[src/sv/uuencode_line_decoder_defines.svh]
// Assertion macros for the uuencode line decoder.
// Used by the top level; expects signals named clock and reset in scope.
`ifndef UUENCODE_LINE_DECODER_DEFINES_SVH
`define UUENCODE_LINE_DECODER_DEFINES_SVH
`ifndef SYNTHESIS
`define UULD_ASSERT(name, prop) \
   name: assert property (@(posedge clock) disable iff (reset) prop) \
      else $error("uuld check failed");
`define UULD_ASSERT_NEXT(name, pre, post) \
   name: assert property (@(posedge clock) disable iff (reset) pre |=> post) \
      else $error("uuld check failed");
`else
`define UULD_ASSERT(name, prop)
`define UULD_ASSERT_NEXT(name, pre, post)
`endif
`endif

[src/sv/uuld_pkg.sv]
// Shared types and constants of the uuencode line decoder.
// No dependencies.
package uuld_pkg;

   localparam logic [7:0] CHAR_LO     = 8'd32;   // space
   localparam logic [7:0] CHAR_HI     = 8'd96;   // backquote
   localparam int         BANK_AW     = 6;
   localparam int         STORE_AW    = BANK_AW + 1;
   localparam int         STORE_DEPTH = 2 ** STORE_AW;
   localparam logic [1:0] GROUP_LAST  = 2'd3;
   localparam logic [6:0] GROUP_BYTES = 7'd3;

   localparam logic KIND_BYTE   = 1'b0;
   localparam logic KIND_STATUS = 1'b1;

   typedef enum logic [1:0] {
      ST_OK    = 2'd0,
      ST_SHORT = 2'd1,
      ST_BAD   = 2'd2
   } status_type;

   typedef enum logic [1:0] {
      B_IDLE,
      B_READ,
      B_BYTE,
      B_STATUS
   } back_state_type;

   typedef struct packed {
      logic       bank;
      logic [6:0] count;
      status_type status;
   } desc_type;

   typedef struct packed {
      logic                en;
      logic [STORE_AW-1:0] addr;
      logic [7:0]          data;
   } ram_wr_type;

endpackage

[src/sv/uuld_if.sv]
// Handshake channels of the uuencode line decoder: character words in,
// result words out. No dependencies.
interface uuld_req_if;
   logic       valid;
   logic       ready;
   logic [7:0] ch;
   logic       end_of_line;
   modport source (output valid, ch, end_of_line, input ready);
   modport sink   (input valid, ch, end_of_line, output ready);
endinterface

interface uuld_rsp_if;
   logic       valid;
   logic       ready;
   logic       kind;
   logic [7:0] data_byte;
   logic [1:0] status;
   logic       last;
   modport source (output valid, kind, data_byte, status, last, input ready);
   modport sink   (input valid, kind, data_byte, status, last, output ready);
endinterface

[src/sv/uuencode_line_decoder.sv]
// uuencode line decoder, top level: front end, descriptor queue, back end
// and a two-bank byte store. Characters: one word per cycle while fewer
// than two decoded lines wait in the queue (one store bank per line).
// Results: each byte is read through the store's single registered read
// port (B_READ, then B_BYTE), so bytes are not sent back to back; the
// status is sent in the cycle after the last byte is taken.
// Synchronous reset clears control state only; the store needs no clearing.
`include "uuencode_line_decoder_defines.svh"

module uuencode_line_decoder import uuld_pkg::*; #(
   parameter int LINE_BYTES_MAX = 63
) (
   input logic         clock,
   input logic         reset,
   uuld_req_if.sink    req_chan,
   uuld_rsp_if.source  rsp_chan
);

   logic                q_full, q_empty, q_push, q_pop;
   desc_type            q_desc, q_head;
   ram_wr_type          ram_wr;
   logic                ram_re;
   logic [STORE_AW-1:0] ram_raddr;
   logic [7:0]          ram_rdata;

   uuld_front #(.LINE_BYTES_MAX(LINE_BYTES_MAX)) u_front (
      .clock  (clock),
      .reset  (reset),
      .req    (req_chan),
      .q_full (q_full),
      .q_push (q_push),
      .q_desc (q_desc),
      .ram_wr (ram_wr)
   );

   uuld_queue u_queue (
      .clock     (clock),
      .reset     (reset),
      .push      (q_push),
      .push_data (q_desc),
      .pop       (q_pop),
      .full      (q_full),
      .empty     (q_empty),
      .head      (q_head)
   );

   uuld_ram #(.WIDTH(8), .DEPTH(STORE_DEPTH)) u_store (
      .clock (clock),
      .we    (ram_wr.en),
      .waddr (ram_wr.addr),
      .wdata (ram_wr.data),
      .re    (ram_re),
      .raddr (ram_raddr),
      .rdata (ram_rdata)
   );

   uuld_back u_back (
      .clock     (clock),
      .reset     (reset),
      .q_empty   (q_empty),
      .q_head    (q_head),
      .q_pop     (q_pop),
      .ram_re    (ram_re),
      .ram_raddr (ram_raddr),
      .ram_rdata (ram_rdata),
      .rsp       (rsp_chan)
   );

   // results only come from a queued line
   `UULD_ASSERT(a_rsp_has_line, rsp_chan.valid |-> !q_empty)
   // front never writes into the bank being drained
   `UULD_ASSERT(a_bank_apart, (ram_wr.en && !q_empty) |-> (ram_wr.addr[STORE_AW-1] != q_head.bank))
   // a delivered status frees a queue slot
   `UULD_ASSERT_NEXT(a_status_frees, (rsp_chan.valid && rsp_chan.ready && rsp_chan.kind == KIND_STATUS), !q_full)

endmodule

[src/sv/uuld_ram.sv]
// Generic single-write, single-read RAM with registered read data.
// No dependencies.
module uuld_ram #(
   parameter int WIDTH = 8,
   parameter int DEPTH = 128
) (
   input  logic                     clock,
   input  logic                     we,
   input  logic [$clog2(DEPTH)-1:0] waddr,
   input  logic [WIDTH-1:0]         wdata,
   input  logic                     re,
   input  logic [$clog2(DEPTH)-1:0] raddr,
   output logic [WIDTH-1:0]         rdata
);

   logic [WIDTH-1:0] mem_ff [DEPTH];
   logic [WIDTH-1:0] rdata_ff;

   always_ff @(posedge clock) begin
      if (we) begin
         mem_ff[waddr] <= wdata;
      end
      if (re) begin
         rdata_ff <= mem_ff[raddr];
      end
   end

   assign rdata = rdata_ff;

endmodule

[src/sv/uuld_queue.sv]
// Two-entry queue of line descriptors between front and back.
// Depends on uuld_pkg.
module uuld_queue import uuld_pkg::*; (
   input  logic     clock,
   input  logic     reset,
   input  logic     push,
   input  desc_type push_data,
   input  logic     pop,
   output logic     full,
   output logic     empty,
   output desc_type head
);

   desc_type   slot_ff [2];
   logic       wr_ptr_ff, wr_ptr_in;
   logic       rd_ptr_ff, rd_ptr_in;
   logic [1:0] count_ff, count_in;

   assign full  = (count_ff == 2'd2);
   assign empty = (count_ff == 2'd0);
   assign head  = slot_ff[rd_ptr_ff];

   always_comb begin
      wr_ptr_in = push ? ~wr_ptr_ff : wr_ptr_ff;
      rd_ptr_in = pop  ? ~rd_ptr_ff : rd_ptr_ff;
      count_in  = count_ff;
      if (push && !pop) begin
         count_in = count_ff + 2'd1;
      end else if (pop && !push) begin
         count_in = count_ff - 2'd1;
      end
   end

   always_ff @(posedge clock) begin
      if (reset) begin
         wr_ptr_ff <= 1'b0;
         rd_ptr_ff <= 1'b0;
         count_ff  <= 2'd0;
      end else begin
         wr_ptr_ff <= wr_ptr_in;
         rd_ptr_ff <= rd_ptr_in;
         count_ff  <= count_in;
      end
      if (push) begin
         slot_ff[wr_ptr_ff] <= push_data;
      end
   end

endmodule

[src/sv/uuld_front.sv]
// Front end: takes characters, decodes groups into the byte store and
// posts a descriptor per line. Depends on uuld_pkg and uuld_if.
module uuld_front import uuld_pkg::*; #(
   parameter int LINE_BYTES_MAX = 63
) (
   input  logic       clock,
   input  logic       reset,
   uuld_req_if.sink   req,
   input  logic       q_full,
   output logic       q_push,
   output desc_type   q_desc,
   output ram_wr_type ram_wr
);

   localparam logic [6:0] BYTES_MAX = 7'(LINE_BYTES_MAX);

   logic       mid_ff, mid_in;
   logic       bank_ff, bank_in;
   logic [5:0] len_ff, len_in;
   logic [6:0] n_ff, n_in;
   logic [1:0] gidx_ff, gidx_in;
   logic [6:0] cnt_ff, cnt_in;
   logic       bad_ff, bad_in;
   logic [5:0] g0_ff, g1_ff, g2_ff;

   logic       accept;
   logic [5:0] v;
   logic [6:0] n_cur, cnt_cur;
   logic [1:0] gidx_cur, k;
   logic       bad_cur, active, bad_char, good;
   logic       en1, en2, byte_en;
   logic [6:0] idx, sum;
   logic [1:0] e;
   logic [7:0] byte_val;
   logic       short;

   assign req.ready = !q_full;
   assign accept    = req.valid && req.ready;

   always_comb begin
      v        = 6'(req.ch - CHAR_LO);
      len_in   = mid_ff ? len_ff : v;
      n_cur    = mid_ff ? n_ff : 7'd0;
      cnt_cur  = mid_ff ? cnt_ff : 7'd0;
      gidx_cur = mid_ff ? gidx_ff : 2'd0;
      bad_cur  = mid_ff ? bad_ff : 1'b0;
      active   = mid_ff && (n_cur < {1'b0, len_in});
      bad_char = (req.ch < CHAR_LO) || (req.ch > CHAR_HI);
      good     = active && !bad_cur && !bad_char;
      bad_in   = bad_cur || (active && bad_char);

      en1     = (n_cur + 7'd1) < {1'b0, len_in};
      en2     = (n_cur + 7'd2) < {1'b0, len_in};
      k       = gidx_cur - 2'd1;
      byte_en = (k == 2'd0) || ((k == 2'd1) && en1) || ((k == 2'd2) && en2);
      idx     = cnt_cur + 7'(k);
      case (gidx_cur)
         2'd1:    byte_val = {g0_ff, v[5:4]};
         2'd2:    byte_val = {g1_ff[3:0], v[5:2]};
         default: byte_val = {g2_ff[1:0], v};
      endcase

      e   = 2'd1 + 2'(en1) + 2'(en2);
      sum = cnt_cur + 7'(e);
      cnt_in = cnt_cur;
      if (good && gidx_cur == GROUP_LAST) begin
         cnt_in = (sum > BYTES_MAX) ? BYTES_MAX : sum;
      end
      n_in    = (active && gidx_cur == GROUP_LAST) ? n_cur + GROUP_BYTES : n_cur;
      gidx_in = active ? gidx_cur + 2'd1 : gidx_cur;

      mid_in  = !req.end_of_line;
      bank_in = req.end_of_line ? ~bank_ff : bank_ff;
      short   = (len_in != 6'd0) && (n_in < {1'b0, len_in});
   end

   always_comb begin
      ram_wr.en   = accept && good && (gidx_cur != 2'd0) && byte_en && (idx < BYTES_MAX);
      ram_wr.addr = {bank_ff, idx[BANK_AW-1:0]};
      ram_wr.data = byte_val;

      q_push      = accept && req.end_of_line;
      q_desc.bank = bank_ff;
      if (len_in == 6'd0) begin
         q_desc.count  = 7'd0;
         q_desc.status = ST_OK;
      end else if (short) begin
         q_desc.count  = 7'd0;
         q_desc.status = ST_SHORT;
      end else begin
         q_desc.count  = cnt_in;
         q_desc.status = bad_in ? ST_BAD : ST_OK;
      end
   end

   always_ff @(posedge clock) begin
      if (reset) begin
         mid_ff  <= 1'b0;
         bank_ff <= 1'b0;
      end else if (accept) begin
         mid_ff  <= mid_in;
         bank_ff <= bank_in;
      end
      if (accept) begin
         len_ff  <= len_in;
         n_ff    <= n_in;
         gidx_ff <= gidx_in;
         cnt_ff  <= cnt_in;
         bad_ff  <= bad_in;
         if (good && gidx_cur == 2'd0) begin
            g0_ff <= v;
         end
         if (good && gidx_cur == 2'd1) begin
            g1_ff <= v;
         end
         if (good && gidx_cur == 2'd2) begin
            g2_ff <= v;
         end
      end
   end

endmodule

[src/sv/uuld_back.sv]
// Back end: drains a line's bytes from the store, then sends its status.
// Depends on uuld_pkg and uuld_if.
module uuld_back import uuld_pkg::*; (
   input  logic                clock,
   input  logic                reset,
   input  logic                q_empty,
   input  desc_type            q_head,
   output logic                q_pop,
   output logic                ram_re,
   output logic [STORE_AW-1:0] ram_raddr,
   input  logic [7:0]          ram_rdata,
   uuld_rsp_if.source          rsp
);

   back_state_type state_ff, state_in;
   logic [BANK_AW-1:0] idx_ff, idx_in;

   always_comb begin
      state_in = state_ff;
      idx_in   = idx_ff;
      unique case (state_ff)
         B_IDLE: begin
            idx_in = '0;
            if (!q_empty) begin
               state_in = (q_head.count == 7'd0) ? B_STATUS : B_READ;
            end
         end
         B_READ: begin
            state_in = B_BYTE;
         end
         B_BYTE: begin
            if (rsp.ready) begin
               idx_in = idx_ff + 1'b1;
               if (({1'b0, idx_ff} + 7'd1) == q_head.count) begin
                  state_in = B_STATUS;
               end else begin
                  state_in = B_READ;
               end
            end
         end
         B_STATUS: begin
            if (rsp.ready) begin
               state_in = B_IDLE;
            end
         end
         default: state_in = B_IDLE;
      endcase
   end

   always_comb begin
      ram_re        = (state_ff == B_READ);
      ram_raddr     = {q_head.bank, idx_ff};
      rsp.valid     = (state_ff == B_BYTE) || (state_ff == B_STATUS);
      rsp.kind      = (state_ff == B_STATUS) ? KIND_STATUS : KIND_BYTE;
      rsp.data_byte = (state_ff == B_BYTE) ? ram_rdata : 8'd0;
      rsp.status    = (state_ff == B_STATUS) ? q_head.status : ST_OK;
      rsp.last      = (state_ff == B_STATUS);
      q_pop         = (state_ff == B_STATUS) && rsp.ready;
   end

   always_ff @(posedge clock) begin
      if (reset) begin
         state_ff <= B_IDLE;
      end else begin
         state_ff <= state_in;
      end
      idx_ff <= idx_in;
   end

endmodule
[src/flat_wrapper.sv]
// flat-port wrapper written by rule: the top's interface ports become plain ports
module uuencode_line_decoder_flat import uuld_pkg::*;
#(
   parameter int LINE_BYTES_MAX = 63
)
  (clock, reset, req_chan_valid, req_chan_ch, req_chan_end_of_line, req_chan_ready, rsp_chan_valid, rsp_chan_kind, rsp_chan_data_byte, rsp_chan_status, rsp_chan_last, rsp_chan_ready);
  uuld_req_if req_chan_i ();
  uuld_rsp_if rsp_chan_i ();
  input logic clock;
  input logic reset;
  input wire logic [$bits(req_chan_i.valid)-1:0] req_chan_valid;
  input wire logic [$bits(req_chan_i.ch)-1:0] req_chan_ch;
  input wire logic [$bits(req_chan_i.end_of_line)-1:0] req_chan_end_of_line;
  output wire logic [$bits(req_chan_i.ready)-1:0] req_chan_ready;
  output wire logic [$bits(rsp_chan_i.valid)-1:0] rsp_chan_valid;
  output wire logic [$bits(rsp_chan_i.kind)-1:0] rsp_chan_kind;
  output wire logic [$bits(rsp_chan_i.data_byte)-1:0] rsp_chan_data_byte;
  output wire logic [$bits(rsp_chan_i.status)-1:0] rsp_chan_status;
  output wire logic [$bits(rsp_chan_i.last)-1:0] rsp_chan_last;
  input wire logic [$bits(rsp_chan_i.ready)-1:0] rsp_chan_ready;
  assign req_chan_i.valid = req_chan_valid;
  assign req_chan_i.ch = req_chan_ch;
  assign req_chan_i.end_of_line = req_chan_end_of_line;
  assign req_chan_ready = req_chan_i.ready;
  assign rsp_chan_valid = rsp_chan_i.valid;
  assign rsp_chan_kind = rsp_chan_i.kind;
  assign rsp_chan_data_byte = rsp_chan_i.data_byte;
  assign rsp_chan_status = rsp_chan_i.status;
  assign rsp_chan_last = rsp_chan_i.last;
  assign rsp_chan_i.ready = rsp_chan_ready;
  uuencode_line_decoder #(.LINE_BYTES_MAX(LINE_BYTES_MAX)) u_core (.clock(clock), .reset(reset), .req_chan(req_chan_i), .rsp_chan(rsp_chan_i));
endmodule
[config.mk]
export PLATFORM = sky130hd
export DESIGN_NAME = uuencode_line_decoder_flat
export DESIGN_NICKNAME = d
export VERILOG_FILES = /design/src/sv/uuld_pkg.sv /design/src/sv/uuld_if.sv /design/src/sv/uuencode_line_decoder.sv /design/src/sv/uuld_ram.sv /design/src/sv/uuld_queue.sv /design/src/sv/uuld_front.sv /design/src/sv/uuld_back.sv /design/src/flat_wrapper.sv
export VERILOG_INCLUDE_DIRS = /design/src /design/src/sv
export SDC_FILE = /design/constraint.sdc
export NUM_CORES = 1
export LEC_CHECK = 0
export BUFFER_PORTS_ARGS = -buffer_cell sky130_fd_sc_hd__clkbuf_2
export CORE_MARGIN = 5
export CORE_UTILIZATION = 67
export CTS_CLUSTER_DIAMETER = 120
export DETAILED_ROUTE_END_ITERATION = 8
export GPL_ROUTABILITY_DRIVEN = 0
export HOLD_SLACK_MARGIN = 0.06
export PLACE_DENSITY = 0.87
export SETUP_SLACK_MARGIN = 0.3
export SKIP_CTS_REPAIR_TIMING = 1
export SYNTH_ARGS = -nofsm -noshare
export SYNTH_HDL_FRONTEND = slang
export SYNTH_SLANG_ARGS = --single-unit
[constraint.sdc]
create_clock -name clock -period 14.1 [get_ports clock]
set_input_delay 0.705 -clock clock [delete_from_list [all_inputs] [get_ports clock]]
set_output_delay 0.705 -clock clock [all_outputs]
set_load 0.01 [all_outputs]
==> flow_metrics.env <==
export IMPL_power_leakage_nw=15.5
export IMPL_setup_ws_ns=8.07
export IMPL_yosysWarnings=0
export IMPL_routed_wl_mm=120
export IMPL_min_period_over_period_pct=42.8
export IMPL_core_area_um2=65900
export IMPL_place_area_um2=46500
export IMPL_crit_chain="buf_4, nand2_1, ha_1, inv_1, ha_1, a21o_1, nand2_1, xor2_1, nor2_1, nor2_1, nand3_1, nor4_2"
export IMPL_ios=27
export IMPL_relSlewSlack_pct=-0.691
export IMPL_design_area_um2=49800
export IMPL_fmax_mhz=166
export IMPL_netlist_instances=2291
export IMPL_vias_per_cell=7.60
export IMPL_final_min_clock_period_ns=6.03
export IMPL_cts_tree="done"
export IMPL_crit_arrival_ns=6.32
export IMPL_worstSetupStartpointType="flip-flop"
export IMPL_min_delay_path_class="in2reg"
export IMPL_routedWlPerCell_um=35.6
export IMPL_cpPeakStageDelay_ns=1.07
export IMPL_total_power_mw=7.45
export IMPL_p_per_area_nw_per_um2=149
export IMPL_slowest_stage="nor4_2"
export IMPL_die_area_um2=71700
export IMPL_violations="capacitance limit, slew limit"
export IMPL_fin_util_pct=75.7
export IMPL_start_util_pct=67.6
export IMPL_end_kind="flip-flop"
export IMPL_gr_total_overflow=0
export IMPL_cp_buffers_inverters=2
export IMPL_synth_yosys_seq_area_share_pct=74.1
export IMPL_synth_edf_count=1093
export IMPL_vias=25600
export IMPL_dpl_cell_count=3189
export IMPL_clk_pin_slew_ns=0.06
export IMPL_ant_nets=0
export IMPL_setup_violations=0
export IMPL_die_width_um=268
export IMPL_setup_tns_ns=0
export IMPL_clock_sinks=1102
export IMPL_drt_pass1_iterations=8
export IMPL_hpwl_mm=65.5
export IMPL_rsz0062_at_grt="false"
export IMPL_final_common_cell="edfxtp_1"
export IMPL_die_y_um=268
export IMPL_syn_avg_cell_area_um2=19.4
export IMPL_drive_gt1_share_pct=24.8
export IMPL_clk_path_buf_depth=3
export IMPL_max_cap_violations=1
export IMPL_fill_cells=3177
export IMPL_synth_ff_type="edfxtp_1"
export IMPL_syn2layout_area_growth_pct=11.9
export IMPL_whs_ns=0.337
export IMPL_synth_distinct_cells=59
export IMPL_layout_common_cells="edfxtp_1 (1093), mux4_2 (256), buf_4 (137)"
export IMPL_skew_ns=0.0383
export IMPL_dp_slack_ns=8.64
export IMPL_async_reset_ff_share_pct=0
export IMPL_htree_levels=3
export IMPL_clock_latency_ns=0.68
export IMPL_cp_required_ns=14.38
export IMPL_grt_max_degree=152
export IMPL_grt_pass1_wl_mm=178
export IMPL_finalMaxSlewViolations=32
export IMPL_dr_first_iter_drc_count=4493
export IMPL_nets=2479
export IMPL_cts_made_buffers=102
export IMPL_antenna_found_initial=6
export IMPL_cts_root_buf="clkbuf_16"
export IMPL_drc=0
export IMPL_hold_viol=0
export IMPL_io_buffers=26
export IMPL_path_class="reg2reg"
export IMPL_grt_pass1_vias=25600
export IMPL_synth_seq_cells=1102
export IMPL_finalNonFillerCells=3369
export IMPL_fp_row_count=94
export IMPL_ir_worst_vdd_uv=106
export IMPL_worst_slew_pin_slew_ns=1.51
export IMPL_cp_top_family="simple AND/OR/NAND/NOR gates"
export IMPL_status="finished with violations"
export IMPL_netlist_area_um2=44500
export IMPL_track_usage_pct=34.1
export IMPL_cp_max_fo=37
==> power by group <==
group	internal [mW]	switching (mW)	total, mW
sequential	3.71	0.0212	3.73
clock	1.60	1.22	2.82
combinational	0.297	0.596	0.893
total	5.61	1.83	7.45
==> cell usage after synthesis, types with 3 or more instances <==
cell | n | area share (%)
or3_1 | 7 | 0.098
nand2_2 | 3 | 0.042
and3_1 | 6 | 0.084
dfxtp_1 | 9 | 0.40
buf_6 | 4 | 0.10
buf_2 | 38 | 0.43
and2_1 | 17 | 0.24
a22o_1 | 16 | 0.31
mux2i_1 | 78 | 1.8
nand2_1 | 65 | 0.55
a21o_1 | 7 | 0.12
mux4_2 | 256 | 13
inv_1 | 28 | 0.24
a2111oi_0 | 17 | 0.33
clkbuf_1 | 75 | 0.63
buf_1 | 22 | 0.19
nor4_2 | 6 | 0.17
nand4_1 | 7 | 0.098
o21ai_0 | 29 | 0.33
edfxtp_1 | 1093 | 74
nor2b_1 | 10 | 0.14
a21oi_1 | 52 | 0.58
xnor2_1 | 19 | 0.37
a221oi_1 | 4 | 0.079
nand3_1 | 28 | 0.31
a22oi_1 | 5 | 0.084
o21a_1 | 3 | 0.051
nor2_1 | 105 | 0.88
o22ai_1 | 33 | 0.46
nor4_1 | 139 | 2.0
nand2b_1 | 10 | 0.14
xor2_1 | 19 | 0.37
ha_1 | 34 | 0.96
nor3_1 | 10 | 0.11
buf_4 | 6 | 0.10
==> cells by family (layout without fill, tap and decap cells) <==
family,Yosys count,in the layout,share of synthesized area [%]
AOI/OAI and AO/OA,183,183,2.70
xor gates and xnor gates,38,38,0.747
adders and majority gates,36,36,1.05
buffers and inverters,175,373,1.70
DFF,1102,1102,74.1
muxes,335,335,14.7
other,1,17,0.00842
and+or+nand+nor,421,421,4.97
==> per-layer routing <==
metal  vias to the layer above  routed length, um  track usage, %
met1                     12700              38800            46.6
met5                         -                 69               0
met2                      2652              55800            51.9
met4                        10               8230            16.8
li1                       9750                  -               -
met3                       500              17200            9.74
==> path summary, 6_finish.rpt <==
path / start / slack, ns / endpoint / cells past startpoint
max: u_core.u_front.mid_ff / 8.07 / u_core.u_store.mem_ff[48][6] / 12
min: req_chan_ch[2] / 0.34 / u_core.u_front.g1_ff[2] / 1
max reg2reg: u_core.u_front.mid_ff / 8.07 / u_core.u_store.mem_ff[48][6] / 12
min reg2reg: u_core.u_queue.rd_ptr_ff / 0.50 / u_core.u_queue.rd_ptr_ff / 2
==> registers in the layout, summed over array words and instances, names as in the netlist, named ones only <==
register / count
u_core.u_store.mem_ff: 1024
u_core.u_queue.slot_ff: 20
u_core.u_store.rdata: 8
u_core.u_front.cnt_ff: 7
u_core.u_front.n_ff: 7
u_core.u_back.idx_ff: 6
u_core.u_front.g0_ff: 6
u_core.u_front.len_ff: 6
u_core.u_front.g1_ff: 4
u_core.u_back.state_ff: 2
u_core.u_front.g2_ff: 2
u_core.u_front.gidx_ff: 2
u_core.u_queue.count_ff: 2
u_core.u_front.bad_ff: 1
u_core.u_front.bank_ff: 1
u_core.u_front.mid_ff: 1
u_core.u_queue.rd_ptr_ff: 1
u_core.u_queue.wr_ptr_ff: 1
==> worst register-to-register path, cell delays in order, from the launching register on <==
cell	delay (ns)
dfxtp_1	0.31
buf_4	0.38
nand2_1	0.25
ha_1	0.82
inv_1	0.31
ha_1	0.37
a21o_1	0.17
nand2_1	0.10
xor2_1	0.36
nor2_1	0.17
nor2_1	0.73
nand3_1	0.62
nor4_2	1.07
==> cell type report <==
cell class | instances | area, um^2 | share of cell area, %
inverters | 30 | 114 | 0.228
flip-flops and latches | 1102 | 33000 | 66.2
repair buffers | 165 | 1200 | 2.41
diodes | 1 | 2.50 | 0.00502
multi-input cells | 1029 | 11100 | 22.2
clock buffers | 115 | 2640 | 5.31
clock inverters | 63 | 704 | 1.41
well taps | 864 | 1080 | 2.17
Note: power is estimated with default switching activity, not from simulation.
